### config.mk
export PLATFORM = sky130hd
export DESIGN_NAME = skot_cell
export DESIGN_NICKNAME = d
export VERILOG_FILES = /design/src/skot_pkg.sv /design/src/skot_cell.sv
export SDC_FILE = /design/constraint.sdc
export NUM_CORES = 1
export LEC_CHECK = 0
export ABC_CLOCK_PERIOD_IN_PS = 6200
export BUFFER_PORTS_ARGS = -buffer_cell sky130_fd_sc_hd__buf_2
export CAP_MARGIN = 30
export CORE_ASPECT_RATIO = 0.8
export CORE_MARGIN = 3
export CORE_UTILIZATION = 36
export CTS_BUF_LIST = sky130_fd_sc_hd__clkbuf_16
export DETAILED_ROUTE_END_ITERATION = 6
export PLACE_DENSITY = 0.78
export RECOVER_POWER = 100
export SETUP_SLACK_MARGIN = 0.05
export SLEW_MARGIN = 20
export SYNTH_ARGS = -nofsm -noshare
export SYNTH_HDL_FRONTEND = slang
export SYNTH_SLANG_ARGS = --single-unit
export TNS_END_PERCENT = 100
### constraint.sdc
create_clock -name i_clk -period 6.2 [get_ports i_clk]
set_clock_uncertainty 0.1 [all_clocks]
set_input_delay 0.93 -clock i_clk [delete_from_list [all_inputs] [get_ports i_clk]]
set_output_delay 0.93 -clock i_clk [all_outputs]
set_load 0.02 [all_outputs]
### src/skot_pkg.sv
package skot_pkg;

    // Default table size in entries.
    localparam int TABLE_DEPTH_DEF = 1024;

    // Fixed field widths.
    localparam int KEY_W      = 31;
    localparam int OFS_W      = 32;
    localparam int SLOT_OUT_W = 10;
    localparam int IPOS_W     = 18;
    localparam int CFG_W      = 8;
    localparam int CFG_IDX_W  = 1;

    // Configuration register indexes.
    localparam logic [CFG_IDX_W-1:0] CFG_HEADER_BYTES = 1'b0;
    localparam logic [CFG_IDX_W-1:0] CFG_ENTRY_BYTES  = 1'b1;

    // Reset values of the configuration registers.
    localparam logic [CFG_W-1:0] HEADER_BYTES_RST = 8'd1;
    localparam logic [CFG_W-1:0] ENTRY_BYTES_RST  = 8'd12;

    typedef enum logic [1:0] {
        OP_INSERT = 2'd0,
        OP_REMOVE = 2'd1,
        OP_LOOKUP = 2'd2
    } t_op;

    typedef enum logic [1:0] {
        ST_DONE      = 2'd0,
        ST_NOT_FOUND = 2'd1,
        ST_FULL      = 2'd2
    } t_status;

    typedef enum logic [1:0] {
        S_IDLE   = 2'd0,
        S_REDUCE = 2'd1,
        S_APPLY  = 2'd2
    } t_state;

    // Broadcast control from the sequencer to every cell of the chain.
    typedef struct packed {
        logic             cmp;
        logic             ins;
        logic             rem;
        logic [KEY_W-1:0] key;
        logic [OFS_W-1:0] ofs;
    } t_cell_ctl;

endpackage

### src/skot_cell.sv
module skot_cell import skot_pkg::*; #(
    parameter int INDEX = 0,
    parameter int CNT_W = 11
) (
    input  logic             i_clk,
    input  t_cell_ctl        i_ctl,
    input  logic [CNT_W-1:0] i_count,
    input  logic             i_prev_lt,
    input  logic [KEY_W-1:0] i_prev_key,
    input  logic [OFS_W-1:0] i_prev_ofs,
    input  logic [KEY_W-1:0] i_next_key,
    input  logic [OFS_W-1:0] i_next_ofs,
    output logic [KEY_W-1:0] o_key,
    output logic [OFS_W-1:0] o_ofs,
    output logic             o_lt,
    output logic             o_eq
);

    logic [KEY_W-1:0] r_key, n_key;
    logic [OFS_W-1:0] r_ofs, n_ofs;
    logic             r_lt, n_lt;
    logic             r_eq, n_eq;
    logic             w_valid;
    logic             w_open;

    // Occupied when below the fill count; open to an insert up to the count.
    assign w_valid = CNT_W'(INDEX) <  i_count;
    assign w_open  = CNT_W'(INDEX) <= i_count;

    always_comb begin
        n_key = r_key;
        n_ofs = r_ofs;
        n_lt  = r_lt;
        n_eq  = r_eq;
        if (i_ctl.cmp) begin
            n_lt = w_valid && (r_key < i_ctl.key);
            n_eq = w_valid && (r_key == i_ctl.key);
        end
        if (i_ctl.ins && !r_lt && w_open) begin
            // Take the new pair at the boundary, else shift up from below.
            n_key = i_prev_lt ? i_ctl.key : i_prev_key;
            n_ofs = i_prev_lt ? i_ctl.ofs : i_prev_ofs;
        end else if (i_ctl.rem && !r_lt && w_valid) begin
            n_key = i_next_key;
            n_ofs = i_next_ofs;
        end
    end

    always_ff @(posedge i_clk) begin
        r_key <= n_key;
        r_ofs <= n_ofs;
        r_lt  <= n_lt;
        r_eq  <= n_eq;
    end

    assign o_key = r_key;
    assign o_ofs = r_ofs;
    assign o_lt  = r_lt;
    assign o_eq  = r_eq;

endmodule

Word-level counts from Yosys, hierarchy flattened

Index checks and enable logic that the tools add are counted.

Bits in registers: 65
Bits of input ports: 205
Output and inout bits: 65
Word-level logic and storage cells: 22

Order comparisons: 3
Equal/unequal tests: 1
Multiplexer cells: 6
Reductions and logical operators: 8

Operators by type and width:

| kind                                                                             | count |
|---|---|
| 32-bit 2-to-1 mux                                                                | 3 |
| 31-bit 2-to-1 mux                                                                | 3 |
| 31-bit == test                                                                   | 1 |
| 31-bit less-than comparator                                                      | 1 |
| 1-bit by 11-bit less-or-equal comparator with 1-bit output, first input constant | 1 |
| 1-bit by 11-bit less-than comparator with 1-bit output, first input constant     | 1 |
| 1-bit logical AND                                                                | 6 |
| 2-bit nonzero test                                                               | 1 |
| 1-bit logical NOT                                                                | 1 |

Logic depth before layout (Yosys ltp)

Word-level depth: 5
Depth in mapped cells: 7

Worst setup path after synthesis

Ideal clock, no wire load.

Kind: input-to-reg
Start point: input i_count[2]
End point: register r_key[0], in the netlist o_key[0], enable pin
Setup time: 0.485 ns
Data arrival time: 3.776 ns
Data required time: 5.615 ns
Path slack: 1.839 ns
Cell stages on the path: 4
Buffers on the path: 0
Cell sequence: nor4_1 > nand3_1 > a21oi_1 > nor2_1

Word-level cells in the longest chain between the ends: 3
Elaborated cells between the ends (all ways): 5
Classes of those cells: order compare: 2; reduce/logical: 3

Ends and longest elaborated chain:

| item                                                                                                                                        | line                             | RTL |
|---|---|---|
| start: declaration                                                                                                                          | skot_cell.sv:7                   | `input logic [CNT_W-1:0] i_count,` |
| 1-bit by 11-bit less-or-equal comparator with 1-bit output / 1-bit by 11-bit less-than comparator with 1-bit output (equally long branches) | skot_cell.sv:28, skot_cell.sv:27 |  |
| 1-bit logical AND, on equally long branches                                                                                                 | skot_cell.sv:39, skot_cell.sv:43 |  |
| 2-bit nonzero test (no source line) (*)                                                                                                     | --                               |  |
| end signal: assignment                                                                                                                      | skot_cell.sv:50                  | `r_key <= n_key;` |
| end: declaration                                                                                                                            | skot_cell.sv:19                  | `logic [KEY_W-1:0] r_key, n_key;` |

Every way passes the cells marked *; elsewhere a longest branch is shown, timed or not.
A chain may end at the register's enable or synchronous reset.

Worst setup path after layout

Start point: input i_count[2]
End point: register r_ofs[8], in the netlist o_ofs[8], enable pin

Word-level cells in the longest chain between the ends: 3
Elaborated cells between the ends (all ways): 5
Classes of those cells: order compare: 2; reduce/logical: 3

Ends and longest elaborated chain:

| item                                                                                                                                        | line                             | RTL |
|---|---|---|
| 1-bit by 11-bit less-or-equal comparator with 1-bit output / 1-bit by 11-bit less-than comparator with 1-bit output (equally long branches) | skot_cell.sv:28, skot_cell.sv:27 |  |
| 1-bit logical AND, on equally long branches                                                                                                 | skot_cell.sv:39, skot_cell.sv:43 |  |
| 2-bit nonzero test (no source line) (*)                                                                                                     | --                               |  |
| end signal: assignment                                                                                                                      | skot_cell.sv:51                  | `r_ofs <= n_ofs;` |
| end: declaration                                                                                                                            | skot_cell.sv:20                  | `logic [OFS_W-1:0] r_ofs, n_ofs;` |

Marks and branches as above.

==> metrics <==
Least-Margin Pin Slew 2.45 ns; site row count 34; Critical Path, Cell by Cell buf_2 -> nor4_1 -> nand3_1 -> a21oi_1 -> nor2_1 -> buf_4; clock latency on the worst-skew pair 0.32 ns; CTS Buf Count 9; gr ovfl total 0; CP max FO 34; initial antenna violation count 1; nets 890; Seq cells post-synth 65; remaining antenna violation count 0; vias in the first global route 4,008; Yosys cell types 31; pwr dens 239 mW/mm2; Setup Total Neg Slack 0 ns; H-tree depth 3; critical path arrival 3.77 ns; Peak VDD IR 132 uV; commonest non-fill, non-tap cell in the layout buf_2; drc violations 0; cell count after synthesis 392; DIE WIDTH 125 um; CTS tree built; Slowest cell on crit path nor2_1; static leakage 2.83 nW; detailed-route via count 3,969; f_max 0.256 GHz; area of the die 0.0126 mm2; Slew headroom -64.1%; Syn Area/Cell 10.4 um2; crit path time final 3.91 ns; synth top area cells edfxtp_1, mux2i_1, ha_1, o21ai_1, nand2_1; clock sinks 65; RSZ-0062 raised after global routing no; pin count of the biggest net entering global routing 77; Req. time, crit path 6.06 ns; DR pass1 iterations 4; Core Footprint 0.0109 mm2; Tot Pwr 0.00137 W; crit-path leading delay family simple AND/OR/NAND/NOR gates; Slew Limit Fails 58; average wire per standard cell 15.9 um; Initial Util 37.1%; max cap viols 2; Gates resized, CTS repair 0; outcome finished with violations; cell area after synthesis 0.00406 mm2; Worst Path Buf+Inv 2; postcts setup bufs 0; detailed placer's ending HPWL 10,300 um; root buf cell clkbuf_16; period utilization 63.0%; Ys Warns 0; Longest Clk Path Bufs 2; port bufs 269; startpoint class of the critical path primary input; io pins 270; Critical Path Max Stage Delay 1.79 ns; failing checks max-capacitance violations, max-slew violations; Reg clk slew, reported paths 0.06 ns; Avg Vias per Cell 4.94; CTS Hold Bufs 0; 1st-iter DRT viols 142; Crit. End Element flip-flop; commonest non-fill, non-tap cells in the layout buf_2, nand2_1, clkbuf_1, o21ai_0, edfxtp_1; Hold Path Class in -> reg; Crit Path Class in -> reg; Chip Height 101 um; endpoints failing hold 0; routability cong. 0.914; Area Growth Syn to Fin 41.5%; Syn Nets 628; post-synth top area cell edfxtp_1; Seq/Total Area, Yosys 48.1%; first-pass GRT wire length 19,400 um; Total GRT Usage 19.3%; layout cells sized above 1 33.7%; Synth top area share 48.1%; final wirelength 12,800 um; # setup viols final 0
worst reg2reg max path, stage by stage (launching register included):
cell and delay [ns]:
edfxtp_1 0.42, nor2_1 1.82, buf_4 0.66
worst paths after layout:
| kind | start | to | slack, ns | cells past startpoint |
|---|---|---|---|---|
| worst max-delay path | i_count[2] | o_ofs[8] | 2.29 | 6 |
| worst max register to register | o_lt | o_ofs[8] | 2.81 | 2 |
| worst min register to register | o_key[14] | o_lt | 0.79 | 4 |
| worst min-delay path | i_ctl[65] | o_lt | 0.75 | 1 |
where the power goes:
group / total (W) / leakage [nW] / switching (W) / internal, W
Combinational: 0.000313 / 2.06 / 0.000189 / 0.000124
Clock: 0.000499 / 0.139 / 0.000189 / 0.000310
Sequential: 0.000559 / 0.624 / 0.0000179 / 0.000542
synth_stat cells:
library cell,count
nand2_1,69
edfxtp_1,65
mux2i_1,63
o21ai_1,63
ha_1,31
inv_1,31
a21oi_1,13
buf_2,13
clkbuf_1,7
nor2_1,5
o21ai_0,4
nand3_1,3
nand4_1,3
a211oi_1,2
and4_1,2
nor3_1,2
nor4_1,2
a21o_1,1
a221o_1,1
a31oi_1,1
and2_1,1
buf_1,1
nand2_4,1
nand2b_1,1
nand3b_1,1
nand4_2,1
nor2b_1,1
nor4_2,1
o2111ai_1,1
o211ai_1,1
o31ai_1,1
sequential cells by signal (all words and copies together) (netlist names):
name and cells:
o_lt 1, o_key 31, o_eq 1, o_ofs 32
metrics by stage:
stage	utilization, %	cells	setup slack [ns]	hold slack, ns	cell area [um2]
2_1_floorplan	-	392	1.84	0.834	4060
3_3_place_gp	50.5	786	3.20	0.698	5520
3_5_place_dp	50.5	786	3.13	0.719	5520
4_1_cts	53.2	802	3.47	0.713	5820
5_1_grt	52.5	804	1.98	0.751	5740
6_report	52.5	804	2.29	0.753	5740
layout make-up:
type	count	area, um2
multi-input combinational	275	1890
inverter	31	116
clock buffer	9	225
sequential	65	1950
tap	144	180
timing repair buffer	272	1310
clock inverter	7	71.3
antenna	1	2.50
fill	1021	5190
logic make-up (layout without fill, tap and decap cells):
logic type / Yosys count / count (layout) / share of synthesized area, %
AO/OA/AOI/OAI: 88 / 88 / 11.4
adder cells (fa/ha/maj): 31 / 31 / 9.56
buffers and inverters: 52 / 319 / 5.21
flip-flops: 65 / 65 / 48.1
multiplexers: 63 / 63 / 15.5
other: 0 / 1 / 0
AND/OR/NAND/NOR: 93 / 93 / 10.2
routing by layer:
layer  up-vias  track usage (%)  share of wire (%)
met3        28             4.87                7.2
li1       1944                -                  -
met1      1824             22.0                 40
met4         0             6.07                2.1
met2       173             35.9                 51
met5         -                0                  0
No activity file was read; power rests on OpenSTA's default activity.
